**config.mk**
```make
export PLATFORM = sky130hd
export DESIGN_NAME = fir_dec_front
export DESIGN_NICKNAME = d
export VERILOG_FILES = /design/src/design/fir_decimator_unit_macros.svh /design/src/design/fir_dec_pkg.sv /design/src/design/fir_dec_front.sv
export SDC_FILE = /design/constraint.sdc
export NUM_CORES = 1
export LEC_CHECK = 0
export BUFFER_PORTS_ARGS = -buffer_cell sky130_fd_sc_hd__buf_2
export CORE_MARGIN = 8
export CORE_UTILIZATION = 42
export DETAILED_ROUTE_END_ITERATION = 16
export PLACE_DENSITY = 0.85
export SLEW_MARGIN = 20
export SYNTH_ARGS = -nofsm -noshare
export SYNTH_HDL_FRONTEND = slang
export SYNTH_SLANG_ARGS = --single-unit
```
**constraint.sdc**
```tcl
create_clock -name clk -period 4.1 [get_ports clk]
set_clock_uncertainty 0.15 [all_clocks]
set_input_delay 0.615 -clock clk [delete_from_list [all_inputs] [get_ports clk]]
set_output_delay 0.615 -clock clk [all_outputs]
set_load 0.005 [all_outputs]
```
**src/design/fir_decimator_unit_macros.svh**
```systemverilog
`ifndef FIR_DECIMATOR_UNIT_MACROS_SVH
`define FIR_DECIMATOR_UNIT_MACROS_SVH

// Same-cycle implication, checked on every clk edge outside reset
`define FD_ASSERT_IMP(lbl, ante, cons) \
	lbl: assert property (@(posedge clk) disable iff (!arst_n) (ante) |-> (cons)) \
		else $error("fir_decimator_unit: same-cycle check failed");

// Next-cycle implication
`define FD_ASSERT_NXT(lbl, ante, cons) \
	lbl: assert property (@(posedge clk) disable iff (!arst_n) (ante) |=> (cons)) \
		else $error("fir_decimator_unit: next-cycle check failed");

`endif

```
**src/design/fir_dec_pkg.sv**
```systemverilog
`timescale 1ns / 1ps
`default_nettype none

package fir_dec_pkg;

	localparam int MAX_TAPS  = 128;
	localparam int MAX_DECIM = 64;

	localparam int DW      = 16;                       // Q1.15 sample / coefficient
	localparam int IDX_W   = 7;                        // coef_index field
	localparam int DREG_W  = 7;                        // decim_factor register
	localparam int TREG_W  = 8;                        // tap_count register
	localparam int CFG_AW  = 1;
	localparam int CFG_DW  = 8;
	localparam int TAP_AW  = $clog2(MAX_TAPS);         // history/coefficient address
	localparam int TAP_CW  = $clog2(MAX_TAPS + 1);     // tap count, fill count
	localparam int FAC_W   = $clog2(MAX_DECIM + 1);    // factor and phase
	localparam int PROD_W  = 2 * DW;
	localparam int ACC_W   = 40;
	localparam int FRAC    = 15;
	localparam int QDEPTH  = 2;
	localparam int QPTR_W  = (QDEPTH > 1) ? $clog2(QDEPTH) : 1;
	localparam int QCNT_W  = $clog2(QDEPTH + 1);

	// register indexes
	localparam logic [CFG_AW-1:0] REG_DECIM = 1'd0;
	localparam logic [CFG_AW-1:0] REG_TAPS  = 1'd1;

	// operation kinds decided by the front end
	localparam logic [1:0] OP_DROP        = 2'd0;
	localparam logic [1:0] OP_COEF        = 2'd1;
	localparam logic [1:0] OP_SAMPLE      = 2'd2;
	localparam logic [1:0] OP_SAMPLE_EMIT = 2'd3;

	typedef struct packed {
		logic [1:0]             kind;
		logic signed [DW-1:0]   value;
		logic [IDX_W-1:0]       coef_index;
	} fd_op_t;

	typedef struct packed {
		logic busy;   // MAC sequence in progress
		logic pop;    // op taken from the queue this cycle
	} fd_stat_t;

endpackage

`default_nettype wire

```
**src/design/fir_dec_front.sv**
```systemverilog
`timescale 1ns / 1ps
`default_nettype none

module fir_dec_front (
	input  wire logic                              clk,
	input  wire logic                              arst_n,
	input  wire logic                              in_valid,
	output logic                                   in_ready,
	input  wire logic                              cmd,
	input  wire logic signed [fir_dec_pkg::DW-1:0] value,
	input  wire logic [fir_dec_pkg::IDX_W-1:0]     coef_index,
	input  wire logic [fir_dec_pkg::FAC_W-1:0]     eff_factor,
	input  wire logic                              q_full,
	output logic                                   push,
	output fir_dec_pkg::fd_op_t                    push_op
);

	logic [fir_dec_pkg::FAC_W-1:0] phase_q;
	logic [fir_dec_pkg::FAC_W:0]   phase_inc;
	logic                          xfer;
	logic                          is_sample;

	assign in_ready  = !q_full;
	assign xfer      = in_valid && in_ready;
	assign is_sample = (cmd == 1'b0);
	assign phase_inc = {1'b0, phase_q} + {{fir_dec_pkg::FAC_W{1'b0}}, 1'b1};

	always_comb begin
		push_op.value      = value;
		push_op.coef_index = coef_index;
		if (is_sample) begin
			push_op.kind = (phase_q == '0) ? fir_dec_pkg::OP_SAMPLE_EMIT
			                               : fir_dec_pkg::OP_SAMPLE;
		end else if (32'(coef_index) < fir_dec_pkg::MAX_TAPS) begin
			push_op.kind = fir_dec_pkg::OP_COEF;
		end else begin
			push_op.kind = fir_dec_pkg::OP_DROP;
		end
	end

	assign push = xfer;

	// advance the decimation phase on every sample, wrap at the factor
	always_ff @(posedge clk or negedge arst_n) begin
		if (!arst_n) begin
			phase_q <= '0;
		end else if (xfer && is_sample) begin
			if (phase_inc >= {1'b0, eff_factor}) begin
				phase_q <= '0;
			end else begin
				phase_q <= phase_inc[fir_dec_pkg::FAC_W-1:0];
			end
		end
	end

endmodule

`default_nettype wire

```
==> summary.txt <==
Clocking
  • Setup Buffers After CTS: 0
  • H-tree depth: 1
  • CTS tree: built
  • Post-CTS Resized: 0
  • Sink Count: 7
  • # hold bufs at CTS: 0
  • CTS root buffer: clkbuf_4
  • Skew-Pair Late Insertion Delay: 250 ps
  • Clock transition at the registers of the reported paths: 50 ps
  • Max clock buf depth: 2
  • CTS Buf Count: 3

Placement
  • Post-placement cell count: 110
  • DP HPWL: 1310 um
  • RePlAce Congestion: 0.978
  • Pre-CTS WS: 1700 ps
  • Port Buffers: 15

Pwr
  • Power density over cell area: 429 nW/um2
  • Worst vdd ir: 0.000172 V
  • LEAKAGE: 0.408 nW

Global route
  • Vias in the first global route: 645
  • GRT overflow: 0
  • Initial antenna violation count: 0
  • GRT Total Usage: 0.0973
  • Pin count of the biggest net entering global routing: 12
  • First-pass GRT wire length: 2640 um

Yosys
  • Synth cell types: 28
  • Post-synth EDFFs: 0
  • Sequential share of the synthesized area: 0.219
  • #FFs+latches synth: 7
  • Synth async-reset ratio: 1.00
  • Post-synth top area share: 0.225
  • Yosys warnings: 0
  • Ys flop type: dfrtp_1
  • Avg Synthesized Cell Area: 8.43 um2
  • Mapped Nets: 139
  • Post-Syn Area: 801 um2
  • Most frequent cell after synthesis: buf_4
  • Most common library cells after synthesis: buf_4, inv_1, ha_1, nand2_1, dfrtp_1
  • Cells after Synth: 95
  • Cell taking the most area after synthesis: buf_4
  • Area contributors post-synth: buf_4, dfrtp_1, ha_1

STA
  • Fmax: 0.410 GHz
  • Crit share post-route: 0.595
  • Final count of pins violating max slew: 0
  • RSZ-0062 raised after global routing: false
  • Endpoints failing setup: 0
  • Final Critical Period: 2440 ps
  • Worst Max-Slew Pin Slew: 378 ps
  • Final setup margin: 1660 ps
  • Setup TNS Final: 0 ps
  • Final Hold Fails: 0
  • Slew HR: 0.747

Setup path
  • Reg2Reg Capture Point: phase_q[5]
  • Worst Setup Start Kind: register
  • Critical path cell sequence: ha_1 > xor2_1 > ha_1 > a211o_1 > a31oi_1 > o211ai_2 > nand2b_1 > o21ai_2
  • CP bufs+invs: 0
  • CP max stage delay: 460 ps
  • Slowest-stage cell, CP: dfrtp_1
  • CP max FO: 8
  • R2R depth: 8
  • CP endpoint: phase_q[5]
  • Reg-to-Reg Start: phase_q[0]
  • CP Data Required Time: 4130 ps
  • WP data arrival: 2470 ps
  • Critical path class: reg -> reg
  • Worst reg-to-reg setup slack: 1660 ps
  • Crit path depth: 8
  • Crit end category: register
  • Critical Path Start: phase_q[0]
  • CP delay by family, top: compound AO/OA/AOI/OAI gates
  • Crit-path most repeated cell: ha_1

Final layout
  • Max FFs per register: 7
  • Leading registers by flop count: phase_q (7)
  • Share of layout cells above drive strength 1: 0.270
  • Ant. Diodes: 0
  • Finished Layout Cells: 114
  • Largest Register: phase_q
  • Final Util: 0.424
  • Fin nets: 134
  • Layout area overhead: -6.56%
  • FILL cells: 182

Status
  • Status: finished, final reports clean

Route
  • Final routed DRC violation total: 0
  • Final WL: 1620 um
  • Routed wire length per instance: 14.2 um
  • DR pass1 iterations: 4
  • Final ANT Viol Nets: 0
  • Via count: 604
  • DR vias/cell: 5.30
  • DRT iter0 DRCs: 22

Floorplan
  • Row count: 15
  • Ports: 62
  • Die W: 59.7 um
  • Core ar.: 1760 um2
  • Chip height: 59.7 um
  • Die area: 3560 um2
  • Initial Utilization: 0.454

Run
  • Max-cap viol count: 0

Min path
  • Worst min path class: in -> async
## how the worst min path moves through the flow
| stage | from | end | slack, ps |
|---|---|---|---|
| 2_1_floorplan | arst_n | phase_q[0] | 170 |
| 3_3_place_gp | arst_n | phase_q[4] | 300 |
| 3_5_place_dp | arst_n | phase_q[4] | 300 |
| 4_1_cts | arst_n | phase_q[6] | 30 |
| 5_1_grt | arst_n | phase_q[1] | 30 |
| 6_report | arst_n | phase_q[4] | 30 |
## metal layers
metal,up-vias,global-route usage,wire length [um]
li1,283,-,-
met5,-,0,0
met2,33,0.163,768
met3,4,0.0664,239
met1,284,0.0897,596
met4,0,0.0408,14
## stage by stage
| step | power (W) | hold slack [ps] | cell area (um2) |
|---|---|---|---|
| floorplan | 0.000230 | 169 | 801 |
| global placement | 0.000244 | 302 | 722 |
| detailed placement | 0.000257 | 304 | 722 |
| CTS | 0.000323 | 30.1 | 748 |
| global route | 0.000349 | 34.4 | 748 |
| finish | 0.000321 | 32.5 | 748 |
## layout by cell type, fill, tap and decap left out, drive strengths merged, types with 2 or more instances in the layout
| master | count |
|---|---|
| inv | 12 |
| o21ai | 4 |
| clkbuf | 4 |
| ha | 9 |
| nand2 | 9 |
| nand2b | 3 |
| buf | 15 |
| xnor2 | 3 |
| xor2 | 2 |
| nand3 | 4 |
| a21o | 2 |
| dfrtp | 7 |
## worst register-to-register path, cell delays in order, from the launching register on
cell and delay [ps]:
dfrtp_1 460, ha_1 300, xor2_1 170, ha_1 310
a211o_1 310, a31oi_1 180, o211ai_2 180, nand2b_1 210
o21ai_2 120
## logic make-up after synthesis
group                      Yosys count  synth area share
AOI/OAI and AO/OA                   15             0.159
xor gates and xnor gates             5            0.0547
adders and majority gates            9             0.141
buffers and inverters               37             0.287
DFF                                  7             0.219
and+or+nand+nor                     22             0.139
## final cells by class
cell class	instances	area, um2	area share
repair buffers	15	75.1	0.100
flip-flops and latches	7	175	0.234
inverters	12	45.0	0.0602
clock buffers	4	26.3	0.0351
multi-input cells	51	395	0.528
well taps	25	31.3	0.0418
## report_power, final
| group | internal (W) | switching (W) |
|---|---|---|
| sequential | 0.0000864 | 0.0000327 |
| combinational | 0.0000674 | 0.0000719 |
| clock | 0.0000371 | 0.0000251 |
| total | 0.000191 | 0.000130 |
Note: power is estimated with default switching activity, not from simulation.
