File: config.mk
export PLATFORM = sky130hd
export DESIGN_NAME = fir_dec_back
export DESIGN_NICKNAME = d
export VERILOG_FILES = /design/src/design/fir_decimator_unit_macros.svh /design/src/design/fir_dec_pkg.sv /design/src/design/fir_dec_back.sv
export SDC_FILE = /design/constraint.sdc
export NUM_CORES = 2
export LEC_CHECK = 0
export ABC_CLOCK_PERIOD_IN_PS = 8200
export BUFFER_PORTS_ARGS = -buffer_cell sky130_fd_sc_hd__buf_2
export CORE_MARGIN = 8
export CORE_UTILIZATION = 50
export DETAILED_ROUTE_END_ITERATION = 8
export MAX_ROUTING_LAYER = met4
export PLACE_DENSITY_LB_ADDON = 0.05
export SYNTH_ARGS = -nofsm -noshare
export SYNTH_HDL_FRONTEND = slang
export SYNTH_SLANG_ARGS = --single-unit
File: constraint.sdc
create_clock -name clk -period 8.2 [get_ports clk]
set_clock_uncertainty 0.05 [all_clocks]
set_input_delay 1.23 -clock clk [delete_from_list [all_inputs] [get_ports clk]]
set_output_delay 1.23 -clock clk [all_outputs]
set_load 0.1 [all_outputs]
File: src/design/fir_decimator_unit_macros.svh
`ifndef FIR_DECIMATOR_UNIT_MACROS_SVH
`define FIR_DECIMATOR_UNIT_MACROS_SVH

// Same-cycle implication, checked on every clk edge outside reset
`define FD_ASSERT_IMP(lbl, ante, cons) \
	lbl: assert property (@(posedge clk) disable iff (!arst_n) (ante) |-> (cons)) \
		else $error("fir_decimator_unit: same-cycle check failed");

// Next-cycle implication
`define FD_ASSERT_NXT(lbl, ante, cons) \
	lbl: assert property (@(posedge clk) disable iff (!arst_n) (ante) |=> (cons)) \
		else $error("fir_decimator_unit: next-cycle check failed");

`endif

File: src/design/fir_dec_pkg.sv
`timescale 1ns / 1ps
`default_nettype none

package fir_dec_pkg;

	localparam int MAX_TAPS  = 128;
	localparam int MAX_DECIM = 64;

	localparam int DW      = 16;                       // Q1.15 sample / coefficient
	localparam int IDX_W   = 7;                        // coef_index field
	localparam int DREG_W  = 7;                        // decim_factor register
	localparam int TREG_W  = 8;                        // tap_count register
	localparam int CFG_AW  = 1;
	localparam int CFG_DW  = 8;
	localparam int TAP_AW  = $clog2(MAX_TAPS);         // history/coefficient address
	localparam int TAP_CW  = $clog2(MAX_TAPS + 1);     // tap count, fill count
	localparam int FAC_W   = $clog2(MAX_DECIM + 1);    // factor and phase
	localparam int PROD_W  = 2 * DW;
	localparam int ACC_W   = 40;
	localparam int FRAC    = 15;
	localparam int QDEPTH  = 2;
	localparam int QPTR_W  = (QDEPTH > 1) ? $clog2(QDEPTH) : 1;
	localparam int QCNT_W  = $clog2(QDEPTH + 1);

	// register indexes
	localparam logic [CFG_AW-1:0] REG_DECIM = 1'd0;
	localparam logic [CFG_AW-1:0] REG_TAPS  = 1'd1;

	// operation kinds decided by the front end
	localparam logic [1:0] OP_DROP        = 2'd0;
	localparam logic [1:0] OP_COEF        = 2'd1;
	localparam logic [1:0] OP_SAMPLE      = 2'd2;
	localparam logic [1:0] OP_SAMPLE_EMIT = 2'd3;

	typedef struct packed {
		logic [1:0]             kind;
		logic signed [DW-1:0]   value;
		logic [IDX_W-1:0]       coef_index;
	} fd_op_t;

	typedef struct packed {
		logic busy;   // MAC sequence in progress
		logic pop;    // op taken from the queue this cycle
	} fd_stat_t;

endpackage

`default_nettype wire

File: src/design/fir_dec_back.sv
`timescale 1ns / 1ps
`default_nettype none

module fir_dec_back (
	input  wire logic                               clk,
	input  wire logic                               arst_n,
	input  wire logic                               op_valid,
	input  wire fir_dec_pkg::fd_op_t                op,
	input  wire logic [fir_dec_pkg::TAP_CW-1:0]     eff_taps,
	output fir_dec_pkg::fd_stat_t                   stat,
	output logic                                    out_valid,
	input  wire logic                               out_ready,
	output logic signed [fir_dec_pkg::DW-1:0]       filtered
);

	localparam logic [1:0] ST_IDLE  = 2'd0;
	localparam logic [1:0] ST_RUN   = 2'd1;
	localparam logic [1:0] ST_DRAIN = 2'd2;

	localparam int AW = fir_dec_pkg::TAP_AW;
	localparam int CW = fir_dec_pkg::TAP_CW;
	localparam int DW = fir_dec_pkg::DW;
	localparam int PW = fir_dec_pkg::PROD_W;
	localparam int AC = fir_dec_pkg::ACC_W;
	localparam int FR = fir_dec_pkg::FRAC;

	localparam logic signed [AC-1:0] ACC_MAX = {1'b0, {(AC-1){1'b1}}};
	localparam logic signed [AC-1:0] ACC_MIN = {1'b1, {(AC-1){1'b0}}};
	localparam logic signed [AC:0]   RND_BIAS = (AC+1)'(1) <<< (FR - 1);
	localparam logic signed [DW-1:0] OUT_MAX = {1'b0, {(DW-1){1'b1}}};
	localparam logic signed [DW-1:0] OUT_MIN = {1'b1, {(DW-1){1'b0}}};
	localparam logic [CW-1:0]        FILL_FULL = CW'(fir_dec_pkg::MAX_TAPS);

	logic signed [DW-1:0] coef_mem [fir_dec_pkg::MAX_TAPS];
	logic signed [DW-1:0] hist_mem [fir_dec_pkg::MAX_TAPS];

	logic [1:0]           state_q;
	logic [AW-1:0]        j_q;
	logic [AW-1:0]        head_q;
	logic [AW-1:0]        head_nxt;
	logic [CW-1:0]        fill_q;
	logic [CW-1:0]        taps_m1;
	logic                 vld_s1;
	logic                 vld_s2;
	logic                 out_valid_q;
	logic signed [DW-1:0] coef_s1;
	logic signed [DW-1:0] hist_s1;
	logic                 hok_s1;
	logic signed [PW-1:0] prod_s2;
	logic signed [AC-1:0] acc_q;
	logic signed [AC:0]   acc_sum;
	logic signed [AC:0]   rnd;
	logic signed [DW-1:0] rnd_sat;
	logic signed [DW-1:0] filtered_q;
	logic                 pop;
	logic                 is_sample;
	logic                 start;
	logic                 last_tap;
	logic                 finish;

	assign pop       = (state_q == ST_IDLE) && op_valid;
	assign is_sample = (op.kind == fir_dec_pkg::OP_SAMPLE) ||
	                   (op.kind == fir_dec_pkg::OP_SAMPLE_EMIT);
	assign start     = pop && (op.kind == fir_dec_pkg::OP_SAMPLE_EMIT);
	assign head_nxt  = head_q + 1'b1;
	assign taps_m1   = eff_taps - CW'(1);
	assign last_tap  = ({1'b0, j_q} == taps_m1);
	assign finish    = (state_q == ST_DRAIN) && !vld_s1 && !vld_s2 &&
	                   (!out_valid_q || out_ready);

	assign stat      = '{busy: (state_q != ST_IDLE), pop: pop};
	assign out_valid = out_valid_q;
	assign filtered  = filtered_q;

	// saturating 40-bit accumulate
	always_comb begin
		acc_sum = {acc_q[AC-1], acc_q} + {{(AC+1-PW){prod_s2[PW-1]}}, prod_s2};
	end

	// round half up, then clamp to Q1.15
	always_comb begin
		rnd = {acc_q[AC-1], acc_q} + RND_BIAS;
		if ((&rnd[AC:FR+DW-1]) || !(|rnd[AC:FR+DW-1])) begin
			rnd_sat = rnd[FR+DW-1:FR];
		end else begin
			rnd_sat = rnd[AC] ? OUT_MIN : OUT_MAX;
		end
	end

	always_ff @(posedge clk or negedge arst_n) begin
		if (!arst_n) begin
			state_q     <= ST_IDLE;
			j_q         <= '0;
			head_q      <= '0;
			fill_q      <= '0;
			vld_s1      <= 1'b0;
			vld_s2      <= 1'b0;
			out_valid_q <= 1'b0;
		end else begin
			vld_s1 <= (state_q == ST_RUN);
			vld_s2 <= vld_s1;
			if (out_valid_q && out_ready && !finish) begin
				out_valid_q <= 1'b0;
			end
			case (state_q)
				ST_IDLE: begin
					if (pop && is_sample) begin
						head_q <= head_nxt;
						if (fill_q != FILL_FULL) begin
							fill_q <= fill_q + 1'b1;
						end
					end
					if (start) begin
						j_q     <= '0;
						state_q <= ST_RUN;
					end
				end
				ST_RUN: begin
					j_q <= j_q + 1'b1;
					if (last_tap) begin
						state_q <= ST_DRAIN;
					end
				end
				ST_DRAIN: begin
					if (finish) begin
						out_valid_q <= 1'b1;
						state_q     <= ST_IDLE;
					end
				end
				default: begin
					state_q <= ST_IDLE;
				end
			endcase
		end
	end

	// coefficient memory: write from the queue, read by tap index
	always_ff @(posedge clk) begin
		if (pop && (op.kind == fir_dec_pkg::OP_COEF)) begin
			coef_mem[op.coef_index[AW-1:0]] <= op.value;
		end
		coef_s1 <= coef_mem[j_q];
	end

	// sample ring: newest at head_q, tap j sits at head_q - j
	always_ff @(posedge clk) begin
		if (pop && is_sample) begin
			hist_mem[head_nxt] <= op.value;
		end
		hist_s1 <= hist_mem[head_q - j_q];
	end

	always_ff @(posedge clk) begin
		// entries past the fill count stand for the zeroed delay line
		hok_s1  <= ({1'b0, j_q} < fill_q);
		prod_s2 <= hok_s1 ? PW'(coef_s1 * hist_s1) : '0;
		if (start) begin
			acc_q <= '0;
		end else if (vld_s2) begin
			if (acc_sum[AC] != acc_sum[AC-1]) begin
				acc_q <= acc_sum[AC] ? ACC_MIN : ACC_MAX;
			end else begin
				acc_q <= acc_sum[AC-1:0];
			end
		end
		if (finish) begin
			filtered_q <= rnd_sat;
		end
	end

endmodule

`default_nettype wire

==> run metrics <==
Main synth FF type=edfxtp_1; die area=368000 um^2; vias per cell=6.077; DR DRC count=0; WL/cell=31.72 um; CP Capture Type=flip-flop; GRT met2 Usage=39.35%; die width=606.6 um; CTS tree=built; hpwl dp=258.1 mm; initial antenna violation count=21; Post-synth EDFFs=4112; period utilization=86.80%; CP Launch Type=flip-flop; vias in the first global route=85.78k; global route overflow=0; Port Buf Inserts=55; met1 usage=33.60%; met3 Usage GRT=3.001%; max-slew violation count=0; Die Y=606.6 um; CP Class=reg2reg; xor-xnor portion of the synthesized cell area=0.5875%; largest net degree at the start of global routing=169; first-pass iteration count of the detailed router=5; Setup-failing EPs final=0; area share of fa/ha/maj cells after synthesis=4.265%; post-CTS setup buffers=0; final WL=433.0 mm; slew at the pin with the worst max-slew slack=1339 ps; Hold Path Class=reg2reg; All-Layer GR Usage=24.27%; endpoints failing hold=0; Mean Syn Cell Area=21.22 um^2; post-synthesis register bit count=4244; Mapped Area=174400 um^2; # hold bufs at CTS=0; max-capacitance violation count=0; Clock Sinks=4244; Gate Count Post-Synth=8222; 1st-iter DRT viols=8374; CTS max path bufs=4; most common cell in the netlist=edfxtp_1; Total Neg Setup Slack=0 ps; num ports=56; crit path DAT=7910 ps; relative slew slack=10.43%; GP Congestion=0.8106; vias=82.96k; CTS Buf Count=438; Yosys cell types=67; area added between synthesis and finish=12.43%; Yosys Warn Count=0; Synth top cells by count=4112 x edfxtp_1, 1312 x mux4_2, 325 x nor2_1, 323 x inv_1, 277 x nand2_1; fmax=140.5 MHz; Final nets=9109; ratio of cells with drive above 1 in the final layout=27.24%; Initial Util=50.07%; Seq/Total Area, Yosys=72.38%; layout filler cell count=26.02k; area leader, netlist=edfxtp_1; Yosys top cell area share=70.79%; row cnt=217; Max Fanout on Critical Path=16; RSZ-0062 raised after global routing=false; Async SR Flop Fraction=0.6362%; H-tree depth=5; proportion of synthesized area in mux cells=17.48%; cts repair resizes=0; largest family of logic cells by synthesized area=multiplexers; core box area=348300 um^2; clock latency on the worst-skew pair=970 ps; Synth Area in Simple Gates=2.440%; Post-DRT Antenna Nets=0; CP required=8990 ps; Clock Root Buffer=clkbuf_16; final worst path period need=7118 ps; outcome=complete, no violations; top cells by area, synth=edfxtp_1 71%, mux4_2 17%, fa_1 3.0%, dfxtp_1 1.2%, ha_1 1.0%; Syn Nets=8663; first-pass GRT wire length=626.2 mm; Worst-path clk slew=60 ps; busiest metal layer after global routing=met2; Compound-Gate Fraction of Synth Area=1.247%; R2R Setup Slk=1080 ps
## flip-flops by register name (all words and copies together) (netlist names)
signal	flops
acc_q	40
coef_mem	2048
coef_s1	16
fill_q	8
filtered	16
head_q	7
hist_mem	2048
hist_s1	16
hok_s1	1
j_q	7
out_valid	1
prod_s2	32
state_q	2
vld_s1	1
vld_s2	1
## path summary, 6_finish.rpt
kind,start,endpoint,depth (start not counted)
max in group asynchronous,arst_n,j_q[1]$_DFFE_PN0P_,1
min in group asynchronous,arst_n,head_q[5]$_DFFE_PN0P_,1
max reg2reg,coef_s1[7]$_DFF_P_,prod_s2[31]$_SDFF_PN0_,24
min,vld_s1$_DFF_PN0_,vld_s2$_DFF_PN0_,0
min reg2reg,vld_s1$_DFF_PN0_,vld_s2$_DFF_PN0_,0
max,coef_s1[7]$_DFF_P_,prod_s2[31]$_SDFF_PN0_,24
## area by class of cell
type	count	area (um^2)	area share, %
Tap cell	4599	5754	2.934
Timing Repair Buffer	409	3418	1.743
Antenna cell	10	25.02	0.01276
Inverter	326	1231	0.6278
Clock inverter	258	2112	1.077
Sequential cell	4244	126300	64.39
Multi-Input combinational cell	3249	45650	23.28
Clock buffer	557	11650	5.939
## layout by cell type (no fill, tap or decap), types with 36 or more instances in the layout
cell,instances
nand3_1,39
ha_1,139
clkbuf_16,446
buf_2,39
xnor2_1,75
a21oi_1,109
nand2_1,277
clkinv_1,114
xor2_1,36
dfxtp_1,105
nor2_1,275
o21ai_0,126
mux2_2,40
clkbuf_1,104
clkinv_2,78
mux2i_1,50
fa_1,263
nor2_2,44
mux4_2,1312
edfxtp_1,4112
inv_1,323
and2_1,156
buf_4,328
## cells by family after synthesis
logic type                 after synthesis
and+or+nand+nor                        925
muxes                                 1402
AOI/OAI and AO/OA                      362
DFF                                   4244
buffers and inverters                  729
xor gates and xnor gates               117
adders and majority gates              443
## layer usage
metal  vias to the layer above  share of wire, %
met5                         -                 0
met4                         0               2.3
met3                       595               5.7
met2                      2423                50
met1                     45490                42
li1                      34450                 -
## metrics by stage
| stage | hold slack (ps) | util (%) | instances | setup WS [ps] | instance area [um^2] |
|---|---|---|---|---|---|
| 6_report | 327.1 | 56.30 | 13650 | 1082 | 196100 |
| 5_1_grt | 353.4 | 56.29 | 13640 | 579.2 | 196100 |
| 4_1_cts | 315.3 | 56.29 | 13640 | 1023 | 196100 |
| 3_5_place_dp | 318.0 | 52.34 | 12830 | 1011 | 182300 |
| 3_3_place_gp | 299.6 | 52.34 | 12830 | 980.5 | 182300 |
| 2_1_floorplan | 296.9 | - | 8222 | 1922 | 174400 |
## critical path, cell delays in order, from the launching register on
cell,delay [ps]
dfxtp_1,730
nand2_1,160
fa_1,570
inv_1,50
fa_1,490
inv_1,50
fa_1,540
inv_1,50
fa_1,470
fa_1,500
inv_1,50
fa_1,470
inv_1,40
ha_1,330
nand2_1,100
or3_1,380
nor2_1,120
nand3_1,110
a31oi_1,620
a31oi_1,220
o31ai_1,390
a21o_1,170
a21oi_1,70
xnor2_1,120
and2_1,170
Power is not shown: default switching activity piles up to over one toggle a cycle in this logic, so the estimate is an artifact.
