==> config.mk <==
export PLATFORM = sky130hd
export DESIGN_NAME = fir_dec_queue
export DESIGN_NICKNAME = d
export VERILOG_FILES = /design/src/design/fir_decimator_unit_macros.svh /design/src/design/fir_dec_pkg.sv /design/src/design/fir_dec_queue.sv
export SDC_FILE = /design/constraint.sdc
export NUM_CORES = 1
export LEC_CHECK = 0
export BUFFER_PORTS_ARGS = -buffer_cell sky130_fd_sc_hd__buf_2
export CORE_MARGIN = 10
export CORE_UTILIZATION = 40
export DETAILED_ROUTE_END_ITERATION = 10
export HOLD_SLACK_MARGIN = 0.03
export PLACE_DENSITY_LB_ADDON = 0.1
export REMOVE_ABC_BUFFERS = 1
export SETUP_SLACK_MARGIN = 0.3
export SLEW_MARGIN = 20
export SYNTH_ARGS = -nofsm -noshare
export SYNTH_HDL_FRONTEND = slang
export SYNTH_SLANG_ARGS = --single-unit
export TNS_END_PERCENT = 5
==> constraint.sdc <==
create_clock -name clk -period 2.35 [get_ports clk]
set_input_delay 0.47 -clock clk [delete_from_list [all_inputs] [get_ports clk]]
set_output_delay 0.47 -clock clk [all_outputs]
set_load 0.01 [all_outputs]
==> src/design/fir_decimator_unit_macros.svh <==
`ifndef FIR_DECIMATOR_UNIT_MACROS_SVH
`define FIR_DECIMATOR_UNIT_MACROS_SVH

// Same-cycle implication, checked on every clk edge outside reset
`define FD_ASSERT_IMP(lbl, ante, cons) \
	lbl: assert property (@(posedge clk) disable iff (!arst_n) (ante) |-> (cons)) \
		else $error("fir_decimator_unit: same-cycle check failed");

// Next-cycle implication
`define FD_ASSERT_NXT(lbl, ante, cons) \
	lbl: assert property (@(posedge clk) disable iff (!arst_n) (ante) |=> (cons)) \
		else $error("fir_decimator_unit: next-cycle check failed");

`endif

==> src/design/fir_dec_pkg.sv <==
`timescale 1ns / 1ps
`default_nettype none

package fir_dec_pkg;

	localparam int MAX_TAPS  = 128;
	localparam int MAX_DECIM = 64;

	localparam int DW      = 16;                       // Q1.15 sample / coefficient
	localparam int IDX_W   = 7;                        // coef_index field
	localparam int DREG_W  = 7;                        // decim_factor register
	localparam int TREG_W  = 8;                        // tap_count register
	localparam int CFG_AW  = 1;
	localparam int CFG_DW  = 8;
	localparam int TAP_AW  = $clog2(MAX_TAPS);         // history/coefficient address
	localparam int TAP_CW  = $clog2(MAX_TAPS + 1);     // tap count, fill count
	localparam int FAC_W   = $clog2(MAX_DECIM + 1);    // factor and phase
	localparam int PROD_W  = 2 * DW;
	localparam int ACC_W   = 40;
	localparam int FRAC    = 15;
	localparam int QDEPTH  = 2;
	localparam int QPTR_W  = (QDEPTH > 1) ? $clog2(QDEPTH) : 1;
	localparam int QCNT_W  = $clog2(QDEPTH + 1);

	// register indexes
	localparam logic [CFG_AW-1:0] REG_DECIM = 1'd0;
	localparam logic [CFG_AW-1:0] REG_TAPS  = 1'd1;

	// operation kinds decided by the front end
	localparam logic [1:0] OP_DROP        = 2'd0;
	localparam logic [1:0] OP_COEF        = 2'd1;
	localparam logic [1:0] OP_SAMPLE      = 2'd2;
	localparam logic [1:0] OP_SAMPLE_EMIT = 2'd3;

	typedef struct packed {
		logic [1:0]             kind;
		logic signed [DW-1:0]   value;
		logic [IDX_W-1:0]       coef_index;
	} fd_op_t;

	typedef struct packed {
		logic busy;   // MAC sequence in progress
		logic pop;    // op taken from the queue this cycle
	} fd_stat_t;

endpackage

`default_nettype wire

==> src/design/fir_dec_queue.sv <==
`timescale 1ns / 1ps
`default_nettype none

module fir_dec_queue (
	input  wire logic                 clk,
	input  wire logic                 arst_n,
	input  wire logic                 push,
	input  wire fir_dec_pkg::fd_op_t  push_op,
	output logic                      full,
	input  wire logic                 pop,
	output logic                      head_valid,
	output fir_dec_pkg::fd_op_t       head_op
);

	fir_dec_pkg::fd_op_t               slot_q [fir_dec_pkg::QDEPTH];
	logic [fir_dec_pkg::QPTR_W-1:0]    wr_q;
	logic [fir_dec_pkg::QPTR_W-1:0]    rd_q;
	logic [fir_dec_pkg::QCNT_W-1:0]    cnt_q;
	logic                              do_push;
	logic                              do_pop;

	localparam logic [fir_dec_pkg::QPTR_W-1:0] PTR_LAST =
		fir_dec_pkg::QPTR_W'(fir_dec_pkg::QDEPTH - 1);
	localparam logic [fir_dec_pkg::QCNT_W-1:0] CNT_FULL =
		fir_dec_pkg::QCNT_W'(fir_dec_pkg::QDEPTH);

	assign full       = (cnt_q == CNT_FULL);
	assign head_valid = (cnt_q != '0);
	assign head_op    = slot_q[rd_q];
	assign do_push    = push && !full;
	assign do_pop     = pop && head_valid;

	always_ff @(posedge clk or negedge arst_n) begin
		if (!arst_n) begin
			wr_q  <= '0;
			rd_q  <= '0;
			cnt_q <= '0;
		end else begin
			if (do_push) begin
				wr_q <= (wr_q == PTR_LAST) ? '0 : wr_q + 1'b1;
			end
			if (do_pop) begin
				rd_q <= (rd_q == PTR_LAST) ? '0 : rd_q + 1'b1;
			end
			if (do_push && !do_pop) begin
				cnt_q <= cnt_q + 1'b1;
			end else if (do_pop && !do_push) begin
				cnt_q <= cnt_q - 1'b1;
			end
		end
	end

	always_ff @(posedge clk) begin
		if (do_push) begin
			slot_q[wr_q] <= push_op;
		end
	end

endmodule

`default_nettype wire

==> flow_metrics.py, run 1 <==
metrics = {
    "floorplanning": {
        "design.core.area_sq_um": 5107,
        "row_count": 26,
        "die_area_sq_um": 8566,
        "num_io_pins": 56,
        "die_y_um": 92.56,
        "die_w_um": 92.56,
        "start_util_pct": 41.23,
    },
    "cts": {
        "clkLatencyLatePin_ns": 0.30,
        "clk_pin_slew_ns": 0.09,
        "cts_tree": "done",
        "cts.sinks": 54,
        "cts_inserted_buffers": 5,
        "cts_buffer_depth": 2,
        "post_cts.repair.setup_buffers": 0,
        "clockRootBuffer": "clkbuf_8",
        "htree_levels": 2,
        "cts_resized": 0,
        "cts_hold_buf": 1,
    },
    "setup_path": {
        "crit_arrival_ns": 1.45,
        "worst_ep_required_time_ns": 1.88,
        "worst_path_max_delay_cell": "dfrtp_1",
        "critPathMaxFanout": 25,
        "crit_start": "rd_q$_DFFE_PN0P_",
        "end_kind": "output port",
        "max_stage_delay_ns": 0.41,
        "critPathLaunchType": "register",
        "crit_type": "reg -> out",
        "worstPathCellList": "buf_12, mux2_2, buf_2",
        "rr_startpoint": "cnt_q[0]$_DFFE_PN0P_",
    },
    "layout": {
        "drive_above_1_share_pct": 58.02,
        "diodes": 0,
        "syn2layout_area_growth_pct": 24.18,
        "fin_util_pct": 51.20,
        "final_nets": 191,
        "nFillCells": 454,
        "post-route-cell-area_sq_um": 2615,
    },
    "sta": {
        "layout_worst_path_cycle_share_pct": 81.53,
        "hold_viol": 0,
        "setup_viol": 0,
        "tightestPinTransition_ns": 0.3383,
        "clock.fmax_mhz": 521.9,
        "drv_slew": 0,
        "post-route-min-period_ns": 1.916,
        "maxSlewHeadroom_pct": 77.45,
        "rsz0062_at_grt": "false",
        "skew_ns": 0.006866,
        "tns_ns": 0,
    },
    "synth": {
        "yosysUniqueCellTypes": 16,
        "avgSynthCellArea_sq_um": 21.71,
        "ys_ff_latch": 54,
        "yosysWarnings": 0,
        "seq_area_frac_synth_pct": 76.05,
        "netlist_area_sq_um": 2106,
        "synth_cells": 97,
    },
    "drt": {
        "wl_met2_um": 1750,
        "drt_pass1_iterations": 4,
        "drt_first_iter_violations": 31,
        "final_antenna_net_count": 0,
        "vias": 1024,
        "drcViolationCount": 0,
        "via_per_inst": 4.414,
        "met3WireLength_um": 399,
        "avgRoutedWirePerCell_um": 15.06,
        "met1_length_um": 1298,
        "wl_um": 3494,
        "top_layer": "met4",
    },
    "pwr": {
        "peakVddDrop_mv": 0.6967,
        "leakagePower_nw": 1.066,
        "power_density_nw_per_um2": 1233,
    },
    "outcome": {
        "outcome": "completed",
    },
    "min_path": {
        "hp-start": "push_op[12]",
        "holdCritPathClass": "in -> reg",
    },
    "placed_design": {
        "portBuffers": 55,
        "hpwl_um": 2558,
        "gp_congestion": 0.6384,
        "place_area_sq_um": 2462,
    },
    "flow_run": {
        "max-cap-violations": 0,
    },
    "grt": {
        "grt_max_degree": 26,
        "grt_pass1_vias": 1154,
        "grt_overflow": 0,
        "track_usage_pct": 8.496,
        "antenna_found_initial": 0,
        "grt_pass1_wl_um": 5575,
    },
}
-- worst max-delay path: cells and delay by family (launching register included) --
family   cells  cell delay (ns)
buf+inv      2             0.37
flops        1             0.41
mux          1             0.35
-- cells in the final DEF (no fill, tap or decap), types with 2 or more instances in the layout --
cell / instances
buf_2: 55
buf_4: 3
bufinv_16: 2
clkbuf_8: 6
dfrtp_1: 4
edfxtp_1: 50
inv_1: 2
mux2_2: 6
mux2_4: 19
xnor2_1: 3
xor2_1: 2
-- synth_stat cells, drive strengths merged --
| cell | count | area, sq um |
|---|---|---|
| mux2 | 25 | 352.8 |
| inv | 2 | 7.510 |
| nor2 | 2 | 7.510 |
| or2 | 1 | 6.260 |
| nand2 | 2 | 10.01 |
| nand2b | 1 | 6.260 |
| xnor2 | 3 | 26.28 |
| buf | 3 | 51.30 |
| xor2 | 2 | 17.52 |
| and3 | 1 | 6.260 |
| dfrtp | 4 | 100.1 |
| edfxtp | 50 | 1501 |
| ha | 1 | 12.51 |
-- through the flow --
step | setup WS (ns) | hold WS [ns] | power [mW] | instances
6_report | 0.4341 | 0.3542 | 3.225 | 232
3_5_place_dp | 0.7578 | 0.2787 | 2.554 | 223
5_1_grt | 0.3460 | 0.3247 | 3.434 | 232
3_3_place_gp | 0.7706 | 0.2787 | 2.527 | 223
2_1_floorplan | 0.2546 | 0.1744 | 2.138 | 94
4_1_cts | 0.4098 | 0.3385 | 3.293 | 232
-- where the power goes --
group	leakage (nW)	switching, mW	internal [mW]
sequential	0.511	0.0780	1.32
combinational	0.483	0.528	0.568
clock	0.0714	0.277	0.454
-- per-layer routing --
metal | vias up | track usage (%)
li1 | 492 | -
met1 | 492 | 8.052
met2 | 35 | 14.59
met3 | 5 | 5.408
met4 | 0 | 3.085
met5 | - | 0
-- sequential cells by signal (all words and copies together), names as in the netlist --
register	count
cnt_q	2
rd_q	1
slot_q	50
wr_q	1
-- cells by family (layout without fill, tap and decap cells) --
family        Yosys count  count (layout)  synth area share [%]
buf+inv                 5              70                 2.793
xor+xnor                5               5                 2.080
flops                  54              54                 76.05
simple gates            7               7                 1.724
fa+ha+maj               1               1                0.5941
mux                    25              25                 16.76
-- final cells by class --
| class | instances | area, sq um | share of cell area, % |
|---|---|---|---|
| flip-flops and latches | 54 | 1602 | 61.24 |
| multi-input cells | 38 | 447.9 | 17.13 |
| repair buffers | 60 | 327.8 | 12.54 |
| well taps | 70 | 87.58 | 3.349 |
| clock buffers | 6 | 82.58 | 3.158 |
| clock inverters | 2 | 60.06 | 2.297 |
| inverters | 2 | 7.507 | 0.2871 |
-- final timing paths --
check,slack (ns),endpoint,cells after the start
setup / recovery,0.43,head_op[4],3
setup reg to reg,0.88,cnt_q[1]$_DFFE_PN0P_,7
min in group asynchronous,0.49,cnt_q[1]$_DFFE_PN0P_,2
hold / removal,0.35,slot_q[1][12]$_DFFE_PP_,1
max in group asynchronous,1.74,wr_q$_DFFE_PN0N_,2
hold reg to reg,0.50,cnt_q[1]$_DFFE_PN0P_,1
No activity file was read; power rests on OpenSTA's default activity.
==> inputs of run 2 (changes only) <==
--- a/config.mk
+++ b/config.mk
@@ -5,6 +5,7 @@
 export SDC_FILE = /design/constraint.sdc
 export NUM_CORES = 1
 export LEC_CHECK = 0
+export ABC_AREA = 1
 export BUFFER_PORTS_ARGS = -buffer_cell sky130_fd_sc_hd__buf_2
 export CORE_MARGIN = 10
 export CORE_UTILIZATION = 40
==> constraint.sdc (replaced) <==
create_clock -name clk -period 1.6 [get_ports clk]
set_input_delay 0.32 -clock clk [delete_from_list [all_inputs] [get_ports clk]]
set_output_delay 0.32 -clock clk [all_outputs]
set_load 0.01 [all_outputs]
==> flow_metrics.py, run 2 <==
metrics = {
    "sta": {
        "rsz0062_at_grt": "true",
        "clock.fmax_mhz": 646.1,
        "post-route-min-period_ns": 1.548,
        "maxSlewHeadroom_pct": 87.25,
        "tightestPinTransition_ns": 0.1912,
        "fin_ws_ns": 0.05235,
        "setup_viol": 0,
        "hold_viol": 0,
        "worst_hold_slack_ns": 0.2047,
        "drv_slew": 0,
        "layout_worst_path_cycle_share_pct": 96.73,
        "skew_ns": 0.007656,
    },
    "synth": {
        "ys_ff_latch": 54,
        "synth_most_common_cell": "nand2_1",
        "synthArstFlopShare_pct": 7.407,
        "synth_edf_count": 50,
        "synth_top_area_share_pct": 72.29,
        "avgSynthCellArea_sq_um": 12.82,
        "seq_area_frac_synth_pct": 77.11,
        "yosys.area.top_type": "edfxtp_1",
        "yosysWarnings": 0,
        "yosysUniqueCellTypes": 17,
        "synth_cells": 162,
        "synth_commonest_cells": "83 x nand2_1, 50 x edfxtp_1, 6 x inv_1, 4 x dfrtp_1",
        "netlist_area_sq_um": 2077,
        "synth.area.top_cells": "edfxtp_1 72%, nand2_1 15%, dfrtp_1 4.8%",
        "synth_flop_cell": "edfxtp_1",
    },
    "cts": {
        "cts_inserted_buffers": 5,
        "clockRootBuffer": "clkbuf_8",
        "clk_pin_slew_ns": 0.09,
        "cts.sinks": 54,
        "cts_tree": "done",
        "htree_levels": 2,
        "clkLatencyLatePin_ns": 0.30,
        "cts_buffer_depth": 2,
    },
    "setup_path": {
        "critPathMaxFanout": 7,
        "worstPathCellList": "buf_4, nand2_1, nand2_1, buf_2",
        "r2r_cells": 6,
        "crit_arrival_ns": 1.23,
        "end_kind": "output port",
        "max_stage_delay_ns": 0.48,
        "critPathLaunchType": "register",
        "worst_path_max_delay_cell": "dfrtp_2",
        "worst_ep_required_time_ns": 1.28,
        "crit_path_frequent_cell": "nand2_1",
        "crit_type": "reg -> out",
    },
    "grt": {
        "grt_overflow": 0,
        "grt_pass1_vias": 1423,
        "grt_pass1_wl_um": 6920,
        "track_usage_pct": 10.37,
        "antenna_found_initial": 0,
        "grt_max_degree": 27,
    },
    "layout": {
        "nFillCells": 462,
        "fin_util_pct": 52.51,
        "syn2layout_area_growth_pct": 28.31,
        "final_common_cell": "nand2_1",
        "top_register": "slot_q",
        "largest_reg_flops": 50,
        "top_regs": "slot_q: 50 flops, cnt_q: 2 flops",
        "diodes": 0,
        "final_cell_mix": "81 x nand2_1, 52 x buf_2, 50 x edfxtp_1, 5 x clkbuf_8, 5 x buf_6",
        "drive_above_1_share_pct": 37.44,
        "final_nets": 256,
    },
    "drt": {
        "drt_pass1_iterations": 4,
        "vias": 1354,
        "drt_first_iter_violations": 63,
        "drcViolationCount": 0,
        "wl_um": 4300,
        "via_per_inst": 4.559,
        "avgRoutedWirePerCell_um": 14.48,
        "final_antenna_net_count": 0,
    },
    "pwr": {
        "leakagePower_nw": 1.160,
        "peakVddDrop_mv": 0.8916,
        "total_power_mw": 4.809,
        "power_density_nw_per_um2": 1804,
    },
    "placed_design": {
        "gp_congestion": 0.6470,
        "pre_cts_ws_ns": 0.2491,
        "portBuffers": 55,
        "hpwl_um": 3116,
    },
    "floorplanning": {
        "die_area_sq_um": 8475,
        "start_util_pct": 40.93,
        "design.core.area_sq_um": 5075,
        "die_w_um": 92.06,
        "row_count": 26,
        "num_io_pins": 56,
        "die_y_um": 92.06,
    },
    "flow_run": {
        "max-cap-violations": 0,
    },
    "min_path": {
        "holdCritPathClass": "in -> reg",
        "hold_path_depth": 1,
    },
    "outcome": {
        "outcome": "completed",
    },
}
run 2: cell count changes after synthesis, moves of 4 or more:
| cell | delta |
|---|---|
| mux2_2 | -6 |
| mux2_4 | -19 |
| inv_1 | +4 |
| nand2_1 | +82 |
run 2: cells by family (layout without fill, tap and decap cells):
| family | after synthesis | count (layout) | share of synthesized area (%) |
|---|---|---|---|
| flip-flops | 54 | 54 | 77.11 |
| XOR/XNOR | 1 | 1 | 0.4218 |
| AO/OA/AOI/OAI | 1 | 1 | 0.2407 |
| AND/OR/NAND/NOR | 92 | 92 | 17.71 |
| adder cells (fa/ha/maj) | 1 | 1 | 0.6023 |
| buffers and inverters | 13 | 78 | 3.915 |
run 2: through the flow:
stage / TNS (ns) / cells / cell area (sq um)
floorplan: -11.69 / 157 / 2028
global placement: 0 / 288 / 2439
detailed placement: 0 / 288 / 2439
CTS: 0 / 297 / 2569
global route: -0.2902 / 297 / 2665
finish: 0 / 297 / 2665
run 2: power breakdown:
part / total (mW) / internal [mW] / switching [mW]
Combinational: 1.87 / 0.744 / 1.13
Sequential: 2.08 / 1.93 / 0.141
Clock: 0.863 / 0.468 / 0.395
Total: 4.81 / 3.15 / 1.66
run 2: layer usage:
| metal | share of wire [%] | track usage (%) |
|---|---|---|
| met5 | 0 | 0 |
| met4 | 1.5 | 3.085 |
| met3 | 7.2 | 4.564 |
| met2 | 51 | 18.65 |
| met1 | 40 | 10.61 |
run 2: what timing repair did:
action / in CTS / in global routing
hold endpoints to repair: 4 / 0
pin swaps: 0 / 7
buffers inserted: 0 / 0
endpoints found under the setup margin: 69 / 79
cloned: 0 / 0
hold buffers: 1 / 0
resized for setup: 5 / 25
run 2: area by class of cell:
type,count,area [sq um],area share [%]
multi-input combinational,95,432.9,16.24
inverter,8,45.04,1.690
timing repair buffer,62,389.1,14.60
clock inverter,1,30.03,1.127
sequential,54,1604,60.19
tap,70,87.58,3.286
clock buffer,7,76.32,2.864
run 2: worst paths after layout:
check | startpoint | endpoint | slack, ns
worst max-delay path | rd_q$_DFFE_PN0P_ | head_op[8] | 0.05
worst min-delay path | push_op[23] | slot_q[0][23]$_DFFE_PP_ | 0.20
worst max register to register | cnt_q[1]$_DFFE_PN0P_ | slot_q[0][24]$_DFFE_PP_ | 0.25
worst min register to register | wr_q$_DFFE_PN0N_ | wr_q$_DFFE_PN0N_ | 0.49
max in group asynchronous | arst_n | rd_q$_DFFE_PN0P_ | 1.11
min in group asynchronous | arst_n | cnt_q[1]$_DFFE_PN0P_ | 0.36
run 2: worst max-delay path, delay by kind of cell, from the launching register on:
family,cells,cell delay (ns)
buf+inv,2,0.33
flops,1,0.48
simple gates,2,0.13
